<file path="src/hdl/uis_pkg.sv">
// uis_pkg: shared types and constants for the unique item set.
// No dependencies; imported by uis_scan and unique_item_set.
`default_nettype none

package uis_pkg;

    localparam int unsigned VALUE_W = 32;  // item_value field width
    localparam int unsigned COUNT_W = 5;   // item_count field width
    localparam int unsigned RES_W   = 8;   // packed result beat width

    typedef struct packed {
        logic [COUNT_W-1:0] item_count;
        logic               full_reject;
        logic               stored_now;
        logic               was_present;
    } res_t;

endpackage

`default_nettype wire

</file>
<file path="src/hdl/uis_scan.sv">
// uis_scan: slot memory, occupancy count and the compare-scan sequencer.
// Depends on uis_pkg.
`default_nettype none

module uis_scan
    import uis_pkg::*;
#(
    parameter int unsigned SET_DEPTH  = 16,
    parameter int unsigned ITEM_WIDTH = 32
) (
    input  wire logic               clk,
    input  wire logic               rst_n,
    input  wire logic               in_valid,
    output logic                    in_ready,
    input  wire logic               in_action,
    input  wire logic [VALUE_W-1:0] in_value,
    output logic                    res_valid,
    input  wire logic               res_take,
    output res_t                    res
);

    localparam int unsigned VAL_W  = (ITEM_WIDTH < VALUE_W) ? ITEM_WIDTH : VALUE_W;
    localparam int unsigned CNT_W  = $clog2(SET_DEPTH + 1);
    localparam int unsigned IDX_W  = (SET_DEPTH > 1) ? $clog2(SET_DEPTH) : 1;

    localparam logic [1:0] ST_IDLE = 2'd0;
    localparam logic [1:0] ST_SCAN = 2'd1;
    localparam logic [1:0] ST_DONE = 2'd2;

    logic [1:0]       state_reg, state_next;
    logic [CNT_W-1:0] count_reg, count_next;
    logic [CNT_W-1:0] idx_reg, idx_next;
    logic             pend_reg, pend_next;
    logic             action_reg;
    logic [VAL_W-1:0] value_reg;
    logic [VAL_W-1:0] rd_data_reg;
    res_t             res_reg, res_next;

    logic [VAL_W-1:0] mem [SET_DEPTH];

    logic                   issue;
    logic                   hit;
    logic                   decide;
    logic                   can_store;
    logic                   wr_en;
    logic                   rd_en;
    logic                   reject;
    logic [CNT_W+COUNT_W-1:0] count_ext;

    assign issue     = idx_reg < count_reg;
    assign hit       = pend_reg && (rd_data_reg == value_reg);
    assign decide    = (state_reg == ST_SCAN) && (hit || (!issue && !pend_reg));
    assign can_store = count_reg < CNT_W'(SET_DEPTH);
    assign wr_en     = decide && !hit && action_reg && can_store;
    assign reject    = decide && !hit && action_reg && !can_store;
    assign rd_en     = (state_reg == ST_SCAN) && issue;
    assign count_ext = {{COUNT_W{1'b0}}, count_next};

    assign in_ready  = (state_reg == ST_IDLE);
    assign res_valid = (state_reg == ST_DONE);
    assign res       = res_reg;

    always_ff @(posedge clk) begin
        if (wr_en) begin
            mem[count_reg[IDX_W-1:0]] <= value_reg;
        end
        if (rd_en) begin
            rd_data_reg <= mem[idx_reg[IDX_W-1:0]];
        end
    end

    always_comb begin
        state_next = state_reg;
        idx_next   = idx_reg;
        pend_next  = pend_reg;
        count_next = count_reg + CNT_W'(wr_en);
        res_next   = res_reg;
        case (state_reg)
            ST_IDLE:
            begin
                idx_next  = '0;
                pend_next = 1'b0;
                if (in_valid) begin
                    state_next = ST_SCAN;
                end
            end
            ST_SCAN:
            begin
                idx_next  = idx_reg + CNT_W'(issue);
                pend_next = issue;
                if (decide) begin
                    state_next           = ST_DONE;
                    res_next.was_present = hit;
                    res_next.stored_now  = wr_en;
                    res_next.full_reject = reject;
                    res_next.item_count  = count_ext[COUNT_W-1:0];
                end
            end
            ST_DONE:
            begin
                if (res_take) begin
                    state_next = ST_IDLE;
                end
            end
            default:
            begin
                state_next = ST_IDLE;
            end
        endcase
    end

    always_ff @(posedge clk or negedge rst_n) begin
        if (!rst_n) begin
            state_reg <= ST_IDLE;
            count_reg <= '0;
            idx_reg   <= '0;
            pend_reg  <= 1'b0;
        end else begin
            state_reg <= state_next;
            count_reg <= count_next;
            idx_reg   <= idx_next;
            pend_reg  <= pend_next;
        end
    end

    always_ff @(posedge clk) begin
        res_reg <= res_next;
        if (in_valid && in_ready) begin
            action_reg <= in_action;
            value_reg  <= in_value[VAL_W-1:0];
        end
    end

    a_count_bound: assert property (@(posedge clk) disable iff (!rst_n)
        count_reg <= CNT_W'(SET_DEPTH))
        else $error("slot count above capacity");

    a_present_excl: assert property (@(posedge clk) disable iff (!rst_n)
        (res_valid && res.was_present) |-> (!res.stored_now && !res.full_reject))
        else $error("present item also stored or rejected");

    a_reject_full: assert property (@(posedge clk) disable iff (!rst_n)
        (res_valid && res.full_reject) |-> (count_reg == CNT_W'(SET_DEPTH)))
        else $error("reject while set not full");

    a_busy_after_accept: assert property (@(posedge clk) disable iff (!rst_n)
        (in_valid && in_ready) |=> !in_ready)
        else $error("second item taken during scan");

endmodule

`default_nettype wire

</file>
<file path="src/hdl/unique_item_set.sv">
// unique_item_set: top level, stream ports and result output register.
// Depends on uis_pkg and uis_scan.
//
// Usage:
//   Input beats carry a value and an action (test or add). Output beats carry
//   was_present, stored_now, full_reject and the slot count after the item.
//   One output beat per input beat, in order.
//   Scan: an item is scanned against the occupied slots, one compare per
//   cycle from the single-port slot memory (registered read). A miss loads
//   the output register after every occupied slot is compared; a hit ends
//   earlier. The output beat can be taken at the next edge. The next input
//   beat can be accepted only after the previous result has left the scanner.
//   The scanner holds one item; s_axis_tready is high while the scanner idles.
//   The output register frees the scanner as soon as a result is loaded, so
//   the next item is accepted while the previous result waits.
//   If the receiver stalls with a result still held, the scanner holds its
//   finished result and accepts nothing new until it can be handed over.
//   Reset empties the set (count 0) and drops any pending beat; slot
//   contents are not cleared, since only occupied slots are ever read.
`default_nettype none

module unique_item_set
    import uis_pkg::*;
#(
    parameter int unsigned SET_DEPTH  = 16,
    parameter int unsigned ITEM_WIDTH = 32
) (
    input  wire logic               clk,
    input  wire logic               rst_n,
    input  wire logic               s_axis_tvalid,
    output logic                    s_axis_tready,
    input  wire logic [VALUE_W-1:0] s_axis_tdata,   // [31:0] item_value
    input  wire logic [0:0]         s_axis_tuser,   // [0] action
    output logic                    m_axis_tvalid,
    input  wire logic               m_axis_tready,
    output logic [RES_W-1:0]        m_axis_tdata    // [0] was_present, [1] stored_now,
                                                    // [2] full_reject, [7:3] item_count
);

    logic             res_valid;
    logic             res_take;
    res_t             res;
    logic             out_valid_reg, out_valid_next;
    res_t             out_reg;

    uis_scan #(
        .SET_DEPTH  (SET_DEPTH),
        .ITEM_WIDTH (ITEM_WIDTH)
    ) u_scan (
        .clk       (clk),
        .rst_n     (rst_n),
        .in_valid  (s_axis_tvalid),
        .in_ready  (s_axis_tready),
        .in_action (s_axis_tuser[0]),
        .in_value  (s_axis_tdata),
        .res_valid (res_valid),
        .res_take  (res_take),
        .res       (res)
    );

    assign res_take = res_valid && (!out_valid_reg || m_axis_tready);

    always_comb begin
        out_valid_next = out_valid_reg;
        if (res_take) begin
            out_valid_next = 1'b1;
        end else if (m_axis_tready) begin
            out_valid_next = 1'b0;
        end
    end

    always_ff @(posedge clk or negedge rst_n) begin
        if (!rst_n) begin
            out_valid_reg <= 1'b0;
        end else begin
            out_valid_reg <= out_valid_next;
        end
    end

    always_ff @(posedge clk) begin
        if (res_take) begin
            out_reg <= res;
        end
    end

    assign m_axis_tvalid = out_valid_reg;
    assign m_axis_tdata  = out_reg;

endmodule

`default_nettype wire
</file>
<file path="config.mk">
export PLATFORM = sky130hd
export DESIGN_NAME = unique_item_set
export DESIGN_NICKNAME = d
export VERILOG_FILES = /design/src/hdl/uis_pkg.sv /design/src/hdl/uis_scan.sv /design/src/hdl/unique_item_set.sv
export SDC_FILE = /design/constraint.sdc
export NUM_CORES = 1
export LEC_CHECK = 0
export BUFFER_PORTS_ARGS = -buffer_cell sky130_fd_sc_hd__buf_2
export CAP_MARGIN = 20
export CORE_MARGIN = 5
export CORE_UTILIZATION = 45
export CTS_CLUSTER_DIAMETER = 80
export DETAILED_ROUTE_END_ITERATION = 7
export GPL_TIMING_DRIVEN = 0
export PLACE_DENSITY_LB_ADDON = 0.12
export SYNTH_ARGS = -nofsm -noshare
export SYNTH_HDL_FRONTEND = slang
export SYNTH_HIERARCHICAL = 1
export SYNTH_SLANG_ARGS = --single-unit
</file>
<file path="constraint.sdc">
create_clock -name clk -period 8.5 [get_ports clk]
set_input_delay 1.7 -clock clk [delete_from_list [all_inputs] [get_ports clk]]
set_output_delay 1.7 -clock clk [all_outputs]
set_load 0.01 [all_outputs]
</file>
* After elaboration in Yosys (flattened, before gate mapping)
Memory sizes are Yosys's and may differ from the RTL's. A register that Yosys moved wholly into a read port is not among the register bits. Cells that the tools add are included.
Storage, ports and cells: flip-flop bits (word level) 63, bits in latches 0, RAM bits 512, ROM bits 0, output and inout port bits 10, logic and storage cells 58, memories 1
Cells by class: $add $sub $neg 2, multiply operators 0, divide/modulo/power cells 0, $lt $le $gt $ge 2, equal/unequal tests 6, shift operators 0, multiplexer cells 10, bitwise operators 0, reduce and logical (&&, ||, !) cells 22
Memories:
- u_scan.mem | words 16, bits a word 32, read ports 1, clocked after memory_dff 1, write ports 1, line uis_scan.sv:39 | logic [VAL_W-1:0] mem [SET_DEPTH];
Operators with widths (count):
- 32-bit == test | 1
- 5-bit by 1-bit adder with 5-bit output | 2
- 1-bit logical AND | 10
- 5-bit case mux with 2 select lines | 1
- 2-bit two-way mux | 3
- 2-bit case mux with 3 select lines | 1
- 1-bit logical NOT | 5
- 5-bit < comparator | 1
- 5-bit < comparator, second input constant | 1
- 1-bit two-way mux | 4
- 2-bit by 1-bit != test with 1-bit output, second input constant | 2
- 2-bit nonzero test | 2
- 3-bit AND reduction | 1
- 2-bit by 1-bit == test with 1-bit output, second input constant | 1
- 2-bit == test, second input constant | 1
- 2-bit logical NOT | 1
- 1-bit logical OR | 2
- 2-bit != test, second input constant | 1
- 1-bit case mux with 2 select lines | 1
- 2-bit AND reduction | 1

* Longest topological paths before layout
Gate-level depths: netlist of the first run.
word-level depth 10, mapped depth 12, depth with buffers taken out 11

* Cells and area by module
Netlist of the first run, hierarchy kept.
Modules (own cells, without submodules):
- uis_scan | times used 1, cells each 958, area each 22779.3 µm²
- unique_item_set | times used 1, cells each 12, area each 284.0 µm²

* Least setup slack after synthesis of the first run
No wires, ideal clock.
path kind register to register, from register u_scan.count_reg[2], to memory u_scan/mem[1][0] in the netlist's numbering, enable pin, setup time 501 ps, data arrival time 4706 ps, slack 3292 ps, cell stages (with the launch flop) 8, path buffers 1, period minus slack after synthesis 5208 ps, cell sequence dfrtp_1 -> clkbuf_1 -> inv_1 -> ha_1 -> nand2_1 -> o21ai_0 -> nand4b_2 -> nor4_1
Between the ends: longest elaborated chain between the ends 10
Ends and longest elaborated chain:
- start, declared | line uis_scan.sv:31 | logic [CNT_W-1:0] count_reg, count_next;
- start signal, assigned | line uis_scan.sv:120 | count_reg <= count_next;
- 5-bit < comparator | line uis_scan.sv:50 | assign issue = idx_reg < count_reg;
- 1-bit logical NOT | line uis_scan.sv:52 | assign decide = (state_reg == ST_SCAN) && (hit || (!issue && !pend_reg));
- 1-bit logical AND | line uis_scan.sv:52
- 1-bit logical OR | line uis_scan.sv:52
- 1-bit logical AND | line uis_scan.sv:52
- 1-bit logical AND (3 in series) | line uis_scan.sv:54 | assign wr_en = decide && !hit && action_reg && can_store;
- 1-bit two-way mux | line uis_scan.sv:64 | if (wr_en) begin
- 1-bit two-way mux (implied by the code) | line uis_scan.sv:65 | mem[count_reg[IDX_W-1:0]] <= value_reg;
- end, declared | line uis_scan.sv:39
Several ways; a longest one is shown, not always the timed one.

* Worst setup path after layout of the first run
from register u_scan.count_reg[2], to memory u_scan/mem[14][19] in the netlist's numbering, enable pin
Same word-level chain as after synthesis.

==> summary.md, run 1 <==
| Metric | Value |
|---|---|
| Status | `finished, final reports clean` |
| Share of cells above drive strength 1 | `0.330` |
| Hold Path Depth | `0` |
| Fmax | `approximately 0.25 GHz` |
| Number of hold buffers added after CTS | `0` |
| Fin nets | `1205` |
| Synth area leaders | `edfxtp_1 77%, mux4_2 16%, dfrtp_1 1.5%` |
| Post-CTS Setup Bufs | `0` |
| Buffers on Ports | `46` |
| Layout area overhead | `16.9%` |
| Final GP Congestion | `approximately 0.8` |
| FP Rows | `83` |
| Final Max Tran Viols | `0` |
| Worst setup SP type | `flop` |
| Wirelength per Cell | `about 28 um` |
| Clk sinks | `just over 600` |
| Max Cap Viol | `0` |
| Initial antenna violation count | `0` |
| Worst-path fanout max | `10` |
| Inst Count DP | `1771` |
| Die Span Y | `236 um` |
| Yosys warning count | `6` |
| Post-CTS sizing | `0` |
| Clock Skews | `0.0203 ns` |
| Commonest non-fill, non-tap cells in the layout | `593 x edfxtp_1, 160 x mux4_2, 69 x clkbuf_16` |
| Fin crit share | `0.466` |
| Seq cells post-synth | `about 610` |
| Sequential area share after synthesis | `0.787` |
| Total CTS buffers | `66` |
| Global-route usage over all layers | `0.194` |
| Initial Util | `0.451` |
| Number of global-route vias before repair | `11100` |
| Post-synth EDFFs | `593` |
| Antenna Nets Post-Route | `0` |
| Pleak | `8.53 nW` |
| Routed vias | `roughly 11000` |
| Skew-Pair Late Insertion Delay | `around 0.60 ns` |
| Hold Path Class | `reg2reg` |
| Setup ws final | `roughly 4.5 ns` |
| Slowest stage delay, CP | `0.85 ns` |
| Die area | `55900 um2` |
| Filler instances | `around 4000` |
| Synth Flop Type | `edfxtp_1` |
| Cells on worst reg2reg path | `10` |
| Setup TNS | `0 ns` |
| Fin. Hold Viols | `0` |
| Gate Count Post-Synth | `970` |
| Synth area leader | `edfxtp_1` |
| Post-synthesis area per instance | `23.8 um2` |
| Crit path kind | `reg2reg` |
| DR vias/cell | `5.71` |
| DRC viols | `0` |
| Placed cell area | `25000 um2` |
| RSZ-0062 raised after global routing | `no` |
| Crit-path cells | `clkbuf_1 -> inv_1 -> ha_1 -> nand2_1 -> o21ai_0 -> nand4b_2 -> buf_2 -> nor3_2 -> buf_6 -> buf_6` |
| Area share of the largest cell type after synthesis | `0.772` |
| Commonest non-fill, non-tap cell in the layout | `edfxtp_1` |
| Tmin final | `around 4.0 ns` |
| CTS tree | `done` |
| Detailed Route WL | `53600 um` |
| H-Tree Level Count | `3` |
| Detail Placement HPWL | `35500 um` |
| Power Density | `between 200 and 300 nW/um2` |
| R2R setup slack | `4.54 ns` |
| Initial DRC count | `approximately 1100` |
| Crit path depth | `10` |
| Max reg flops | `between 500 and 600` |
| Largest net degree at the start of global routing | `23` |
| Net count after synthesis | `1015` |
| Mapped Area | `around 23000 um2` |
| Core Box Area | `51100 um2` |
| CP Capture Type | `flop` |
| Slew margin rel. | `0.274` |
| Crit-path most repeated cell | `buf_6` |
| Setup violations, final | `0` |
| Final instance area | `27000 um2` |
| Worst Max-Slew Pin Slew | `between 1 and 1.5 ns` |
| ANT cells | `0` |
| DP Worst Slack | `4.39 ns` |
| Die Span X | `236 um` |
| Global-route wire length before repair | `78700 um` |
| Arrival time at the worst endpoint | `about 4.3 ns` |
| Crit-path leading delay family | `buffers and inverters` |
| Worst-path clk slew | `0.05 ns` |
| I/O pin total | `47` |
| Async S/R FF share, synth | `0.0231` |
| Non-Filler Instances | `1887` |
| Slowest CP cell | `nor3_2` |
| Worst Path Required | `8.79 ns` |
| Clock Path Buffers | `3` |
| Root Driver | `clkbuf_16` |
| Drt pass-1 iters | `5` |
| Max IR drop VDD | `0.184 mV` |
| Grt ovf | `0` |
| Netlist cell types | `slightly above 40` |
| Bufs and invs on worst path | `5` |
==> stage by stage <==
| step | hold WS, ns | util | total power (W) |
|---|---|---|---|
| 2_1_floorplan | 0.400 | - | 0.00474 |
| 3_3_place_gp | 0.402 | 0.473 | 0.00528 |
| 3_5_place_dp | 0.405 | 0.489 | 0.00534 |
| 4_1_cts | 0.418 | 0.528 | 0.00797 |
| 5_1_grt | 0.431 | 0.528 | 0.00819 |
| 6_report | 0.419 | 0.528 | 0.00787 |
==> final timing paths <==
check	from	to
setup / recovery	u_scan/count_reg[2]	u_scan/mem[14][19]
hold / removal	u_scan/res[7]	m_axis_tdata[7]
setup reg to reg	u_scan/count_reg[2]	u_scan/mem[14][19]
hold reg to reg	u_scan/res[7]	m_axis_tdata[7]
max in group asynchronous	rst_n	m_axis_tvalid
min in group asynchronous	rst_n	u_scan/count_reg[3]
==> cell type report <==
| cell class | instances | area [um2] | area share |
|---|---|---|---|
| Clock inverter | 26 | 144 | 0.00534 |
| Multi-Input combinational cell | 309 | 4740 | 0.176 |
| Timing Repair Buffer | 122 | 1010 | 0.0375 |
| Buffer | 40 | 206 | 0.00766 |
| Sequential cell | 607 | 18200 | 0.673 |
| Clock buffer | 89 | 1800 | 0.0668 |
| Inverter | 14 | 52.6 | 0.00195 |
| Tap cell | 680 | 851 | 0.0316 |
==> cells in the mapped netlist, types with 5 or more instances <==
library cell,n
buf_4,11
nor4_1,18
mux4_2,160
dfrtp_1,14
ha_1,8
edfxtp_1,593
nand2_1,12
nand3_1,5
nand2b_1,15
xor2_1,19
clkbuf_1,19
buf_2,6
nor3_1,11
a22o_1,6
xnor2_1,9
nor2_1,8
inv_1,14
==> layer usage <==
metal	track usage	vias to the layer above	routed length [um]
met4	0.0437	0	863
li1	-	4534	-
met2	0.304	329	25900
met3	0.0357	63	2740
met1	0.289	5854	24200
met5	0	-	0
==> power breakdown <==
part           internal [W]  switching [W]
combinational      0.000624       0.000787
sequential          0.00363       0.000211
clock               0.00151        0.00111
==> kinds of logic (layout without fill, tap and decap cells) <==
kind of cell / after synthesis / after routing / synth area share
DFF: 607 / 607 / 0.787
muxes: 161 / 161 / 0.157
and+or+nand+nor: 87 / 87 / 0.0216
buffers and inverters: 54 / 291 / 0.0112
xor gates and xnor gates: 28 / 28 / 0.0106
AOI/OAI and AO/OA: 25 / 25 / 0.00814
adders and majority gates: 8 / 8 / 0.00434
No activity file was read; power rests on OpenSTA's default activity.
==> run 2: changes to the inputs <==
==> constraint.sdc (replaced) <==
create_clock -name clk -period 3.8 [get_ports clk]
set_input_delay 0.76 -clock clk [delete_from_list [all_inputs] [get_ports clk]]
set_output_delay 0.76 -clock clk [all_outputs]
set_load 0.01 [all_outputs]
==> summary.md, run 2 (synthesis gave the netlist of run 1 again) <==
| Metric | Value |
|---|---|
| Status | `finished, final reports clean (unchanged)` |
| Worst Max-Slew Pin Slew | `1.02 ns (was 1.08 ns)` |
| Initial DRC count | `1201 (was 1140)` |
| Share of cells above drive strength 1 | `0.335 (was 0.330)` |
| Core Box Area | `51100 um2 (unchanged)` |
| Max Cap Viol | `0 (unchanged)` |
| Wirelength per Cell | `28.1 um (was 28.4 um)` |
| Buffers on Ports | `46 (unchanged)` |
| Max IR drop VDD | `0.343 mV (was 0.184 mV)` |
| Fmax | `0.286 GHz (was 0.252 GHz)` |
| Global-route wire length before repair | `77500 um (was 78700 um)` |
| DRC viols | `0 (unchanged)` |
| Initial Util | `0.451 (unchanged)` |
| Clk sinks | `607 (unchanged)` |
| Total CTS buffers | `66 (unchanged)` |
| DP Worst Slack | `-0.326 ns (was 4.39 ns)` |
| Commonest non-fill, non-tap cell in the layout | `edfxtp_1 (unchanged)` |
| Global-route usage over all layers | `0.192 (was 0.194)` |
| Fin crit share | `0.920 (was 0.466)` |
| Crit path kind | `reg2reg (unchanged)` |
| Skew-Pair Late Insertion Delay | `0.61 ns (was 0.60 ns)` |
| DR vias/cell | `5.63 (was 5.71)` |
| Grt ovf | `0 (unchanged)` |
| Detailed Route WL | `52900 um (was 53600 um)` |
| Tmin final | `3.50 ns (was 3.96 ns)` |
| Setup ws final | `0.303 ns (was 4.54 ns)` |
| CP Capture Type | `flop (unchanged)` |
| Worst-path clk slew | `0.06 ns (was 0.05 ns)` |
| Setup TNS | `0 ns (unchanged)` |
| Die area | `55900 um2 (unchanged)` |
| RSZ-0062 raised after global routing | `no (unchanged)` |
| Power Density | `662 nW/um2 (was 292 nW/um2)` |
| Detail Placement HPWL | `34700 um (was 35500 um)` |
| Root Driver | `clkbuf_16 (unchanged)` |
| Clock Skews | `0.0283 ns (was 0.0203 ns)` |
| Worst-path fanout max | `10 (unchanged)` |
| Worst setup SP type | `flop (unchanged)` |
| Fin. Hold Viols | `0 (unchanged)` |
| Slew margin rel. | `0.323 (was 0.274)` |
| Routed vias | `10600 (was 10800)` |
| Final GP Congestion | `0.727 (was 0.809)` |
| Arrival time at the worst endpoint | `3.79 ns (was 4.25 ns)` |
| Number of hold buffers added after CTS | `0 (unchanged)` |
| Die Span Y | `236 um (unchanged)` |
| R2R setup slack | `0.30 ns (was 4.54 ns)` |
| Antenna Nets Post-Route | `0 (unchanged)` |
| H-Tree Level Count | `3 (unchanged)` |
| Initial antenna violation count | `0 (unchanged)` |
| Clock Path Buffers | `3 (unchanged)` |
| I/O pin total | `47 (unchanged)` |
| Layout area overhead | `18.1% (was 16.9%)` |
| Commonest non-fill, non-tap cells in the layout | `593 x edfxtp_1, 160 x mux4_2, 67 x clkbuf_16 (was 593 x edfxtp_1, 160 x mux4_2, 69 x clkbuf_16)` |
| ANT cells | `0 (unchanged)` |
| CTS tree | `done (unchanged)` |
| Setup violations, final | `0 (unchanged)` |
| Number of global-route vias before repair | `11200 (was 11100)` |
| Max reg flops | `512 (unchanged)` |
| Largest net degree at the start of global routing | `26 (was 23)` |
| Pleak | `8.68 nW (was 8.53 nW)` |
| Final Max Tran Viols | `0 (unchanged)` |
| Fin nets | `1193 (was 1205)` |
| FP Rows | `83 (unchanged)` |
| Die Span X | `236 um (unchanged)` |
| Worst Path Required | `4.09 ns (was 8.79 ns)` |
| Hold Path Class | `in2async (was reg2reg)` |
| Drt pass-1 iters | `5 (unchanged)` |
[run 2: power breakdown]
group          internal [W]  leakage (nW)  total, W  switching, W
logic               0.00140          2.11   0.00319       0.00179
registers           0.00811          5.54   0.00861      0.000501
clock network       0.00369          1.03   0.00623       0.00254
total                0.0132          8.68    0.0180       0.00483
[run 2: layout make-up]
cell class	instances	area (um2)
flip-flops and latches	607	18200
repair buffers	111	1040
fillers	3939	23900
inverters	14	52.6
clock inverters	36	354
multi-input cells	309	4840
well taps	680	851
plain buffers	39	204
clock buffers	84	1750
[run 2: path summary, 6_finish.rpt]
| path | end | depth (start not counted) | start |
|---|---|---|---|
| max reg2reg | u_scan/mem[14][9] | 9 | u_scan/count_reg[1] |
| min reg2reg | m_axis_tdata[7] | 0 | u_scan/res[7] |
| min in group clk | u_scan/value_reg[6] | 1 | s_axis_tdata[6] |
| max in group asynchronous | u_scan/count_reg[0] | 1 | rst_n |
| max | u_scan/mem[14][9] | 9 | u_scan/count_reg[1] |
| min | u_scan/state_reg[1] | 1 | rst_n |
[run 2: stage by stage]
step	instance area [um2]	std cells	power (W)	hold WS, ns	util
floorplan	23100	970	0.0106	0.400	-
finish	27200	1880	0.0180	0.0757	0.533
global placement	24200	1696	0.0118	0.403	0.473
detailed placement	25000	1755	0.0120	0.405	0.490
CTS	27200	1880	0.0183	0.0474	0.533
global route	27200	1880	0.0188	0.0777	0.533
[run 2: worst max-delay path: stages, from the launching register on]
cell	delay, ns
dfrtp_1	0.64
inv_1	0.13
ha_1	0.31
a21oi_1	0.06
o21ai_1	0.33
nand4b_4	0.33
buf_2	0.37
nor3_2	0.57
buf_6	0.26
buf_6	0.18
[run 2: routing by layer]
metal	GRT usage	wire length [um]	up-vias	share of wire
met2	0.302	25500	375	0.48
met5	0	0	-	0
li1	-	-	4508	-
met1	0.283	23300	5630	0.44
met4	0.0502	947	0	0.018
met3	0.0322	3170	77	0.060
[run 2: timing repair]
item                                    CTS  global route
endpoints found under the setup margin  260            64
gates resized for setup                   6             3
setup buffers                             6             0
hold endpoints to repair                  0             0
pin swaps                                 2             0
gates cloned                              0             0
==> run 3: changes to the inputs <==
--- a/config.mk
+++ b/config.mk
@@ -8,7 +8,7 @@
 export BUFFER_PORTS_ARGS = -buffer_cell sky130_fd_sc_hd__buf_2
 export CAP_MARGIN = 20
 export CORE_MARGIN = 5
-export CORE_UTILIZATION = 45
+export CORE_UTILIZATION = 38
 export CTS_CLUSTER_DIAMETER = 80
 export DETAILED_ROUTE_END_ITERATION = 7
 export GPL_TIMING_DRIVEN = 0
==> summary.md, run 3 (synthesis gave the netlist of run 1 again) <==
| Metric | Value |
|---|---|
| Status | `finished, final reports clean (unchanged)` |
| I/O pin total | `47 (unchanged)` |
| Slowest CP cell | `dfrtp_1 (unchanged)` |
| FP Rows | `90 (was 83)` |
| Met3 global-route usage | `0.0339 (was 0.0322)` |
| Arrival time at the worst endpoint | `3.78 ns (was 3.79 ns)` |
| Hold Slack | `0.0787 ns (was 0.0757 ns)` |
| Die Span X | `256 um (was 236 um)` |
| Pleak | `8.68 nW (about the same)` |
| Clock Path Buffers | `3 (unchanged)` |
| CP Capture Type | `flop (unchanged)` |
| Fin. Hold Viols | `0 (unchanged)` |
| Max Cap Viol | `0 (unchanged)` |
| Power Density | `654 nW/um2 (was 662 nW/um2)` |
| Number of global-route vias before repair | `11200 (about the same)` |
| Clk sinks | `607 (unchanged)` |
| Largest net degree at the start of global routing | `37 (was 26)` |
| Met2 GRT Util | `0.269 (was 0.302)` |
| Crit path kind | `reg2reg (unchanged)` |
| Commonest non-fill, non-tap cells in the layout | `593 x edfxtp_1, 160 x mux4_2, 69 x clkbuf_16 (was 593 x edfxtp_1, 160 x mux4_2, 67 x clkbuf_16)` |
| Clock Skews | `0.0221 ns (was 0.0283 ns)` |
| Final Max Tran Viols | `0 (unchanged)` |
| Slowest stage delay, CP | `0.66 ns (was 0.64 ns)` |
| Buffers on Ports | `46 (unchanged)` |
| Detailed Route WL | `55500 um (was 52900 um)` |
| Clock share of power | `0.339 (was 0.345)` |
| Bufs and invs on worst path | `5 (was 4)` |
| Busiest grt layer | `met2 (unchanged)` |
| Crit-path leading delay family | `buffers and inverters (unchanged)` |
| Fin crit share | `0.919 (was 0.920)` |
| Routed vias | `10800 (was 10600)` |
| Initial antenna violation count | `1 (was 0)` |
| Final GP Congestion | `0.724 (was 0.727)` |
| Combinational group share of total power | `0.178 (was 0.177)` |
| Sw Share | `0.275 (was 0.268)` |
| Setup violations, final | `0 (unchanged)` |
| Skew-Pair Late Insertion Delay | `0.60 ns (was 0.61 ns)` |
| Initial DRC count | `931 (was 1201)` |
| RSZ-0062 raised after global routing | `no (unchanged)` |
| Tmin final | `3.49 ns (was 3.50 ns)` |
| Commonest non-fill, non-tap cell in the layout | `edfxtp_1 (unchanged)` |
| Hold Path Class | `in2async (unchanged)` |
| Max reg flops | `512 (unchanged)` |
| Worst-path fanout max | `10 (unchanged)` |
| Non-Filler Instances | `1988 (was 1880)` |
| Filler instances | `5024 (was 3939)` |
| Drt pass-1 iters | `5 (unchanged)` |
| Multi-input gate area | `4840 um2 (about the same)` |
| ANT cells | `0 (unchanged)` |
| Placed cell area | `25200 um2 (was 25000 um2)` |
| Detail Placement HPWL | `36600 um (was 34700 um)` |
| Internal power | `0.0130 W (was 0.0132 W)` |
| Grt ovf | `0 (unchanged)` |
| Crit-path most repeated cell | `buf_6 (unchanged)` |
| Fin nets | `1201 (was 1193)` |
| Inst Count DP | `1861 (was 1755)` |
| H-Tree Level Count | `3 (unchanged)` |
| Wirelength per Cell | `27.9 um (was 28.1 um)` |
| Global-route usage over all layers | `0.169 (was 0.192)` |
| Worst Max-Slew Pin Slew | `1.02 ns (about the same)` |
| Crit-path cells | `inv_1 -> ha_1 -> nand2_1 -> o21ai_1 -> nand4b_4 -> buf_2 -> nor3_4 -> buf_6 -> buf_6 -> buf_6 (was inv_1 -> ha_1 -> a21oi_1 -> o21ai_1 -> nand4b_4 -> buf_2 -> nor3_2 -> buf_6 -> buf_6)` |
| Worst setup SP type | `flop (unchanged)` |
| Global-route wire length before repair | `80300 um (was 77500 um)` |
| Worst Path Required | `4.09 ns (about the same)` |
| CTS tree | `done (unchanged)` |
| Core Box Area | `60200 um2 (was 51100 um2)` |
| Slew margin rel. | `0.320 (was 0.323)` |
| DR vias/cell | `5.42 (was 5.63)` |
| Root Driver | `clkbuf_16 (unchanged)` |
| P_sw | `0.00492 W (was 0.00483 W)` |
| Final instance area | `27400 um2 (was 27200 um2)` |
| Initial Util | `0.383 (was 0.451)` |
| DRC viols | `0 (unchanged)` |
| Antenna Nets Post-Route | `0 (unchanged)` |
| Die Span Y | `256 um (was 236 um)` |
| Layout area overhead | `18.6% (was 18.1%)` |
| Die area | `65700 um2 (was 55900 um2)` |
| Share of cells above drive strength 1 | `0.337 (was 0.335)` |
| Flop pwr share | `0.482 (was 0.478)` |
| Finished Core Util | `0.454 (was 0.533)` |
| Fmax | `0.287 GHz (was 0.286 GHz)` |
| Total CTS buffers | `67 (was 66)` |
| GR met1 Demand/Resource | `0.243 (was 0.283)` |
| Max IR drop VDD | `0.349 mV (was 0.343 mV)` |
| Sequential Area | `18200 um2 (unchanged)` |
| Worst-path clk slew | `0.06 ns (about the same)` |
| Number of hold buffers added after CTS | `0 (unchanged)` |
run 3: cell types whose count changed in the layout (fill, tap and decap cells not counted), moves of 3 or more:
| cell | previous run | this run |
|---|---|---|
| bufinv_16 | 6 | 2 |
| buf_6 | 45 | 50 |
| clkinvlp_4 | 0 | 3 |
| clkinv_1 | 14 | 19 |
| buf_4 | 16 | 22 |
| clkbuf_1 | 33 | 29 |
run 3: worst reg2reg max path, stage by stage (launching register included):
cell and delay, ns:
dfrtp_1 0.66, inv_1 0.14, ha_1 0.31, nand2_1 0.05, o21ai_1 0.35, nand4b_4 0.34
buf_2 0.37, nor3_4 0.44, buf_6 0.20, buf_6 0.17, buf_6 0.18
run 3: power groups by stage:
stage	combinational, W	sequential [W]	clock, W
detailed placement	0.00328	0.00874	0
finish	0.00319	0.00863	0.00607
global route	0.00344	0.00870	0.00655
floorplan	0.00207	0.00854	0
global placement	0.00313	0.00874	0
CTS	0.00329	0.00864	0.00626
run 3: timing repair:
item                                   CTS  global route
pin swaps                                1             5
gates resized for setup                  7             1
buffers inserted                         0            10
setup endpoints to repair              338           115
endpoints found under the hold margin    0             0
run 3: path summary, 6_finish.rpt:
| path | endpoint | slack (ns) | cells past startpoint | from |
|---|---|---|---|---|
| setup reg to reg | u_scan/mem[5][11] | 0.31 | 10 | u_scan/count_reg[2] |
| setup / recovery | u_scan/mem[5][11] | 0.31 | 10 | u_scan/count_reg[2] |
| hold reg to reg | m_axis_tdata[5] | 0.42 | 0 | u_scan/res[5] |
| min in group clk | u_scan/value_reg[18] | 0.33 | 1 | s_axis_tdata[18] |
| hold / removal | u_scan/count_reg[3] | 0.08 | 1 | rst_n |
| max in group asynchronous | u_scan/state_reg[0] | 3.45 | 1 | rst_n |
run 3: metrics by stage:
| step | setup TNS [ns] | setup WS, ns | power (W) |
|---|---|---|---|
| after floorplan | -274.43 | -0.834 | 0.0106 |
| after global placement | -1993.20 | -4.69 | 0.0119 |
| after detailed placement | -69.63 | -0.514 | 0.0120 |
| after CTS | 0 | 0.0106 | 0.0182 |
| after global routing | 0 | 0.134 | 0.0187 |
| final | 0 | 0.310 | 0.0179 |
run 3: final cells by class:
class / instances / area share
clock inverter: 37 / 0.00937
multi-input combinational: 309 / 0.177
clock buffer: 82 / 0.0652
tap: 782 / 0.0358
timing repair buffer: 119 / 0.0400
inverter: 14 / 0.00192
buffer: 38 / 0.00727
sequential: 607 / 0.664
run 3: per-layer routing:
layer	part of all wire	routed length, um
met4	0.021	1170
met1	0.45	24800
met5	0	0
met3	0.054	3010
met2	0.48	26400
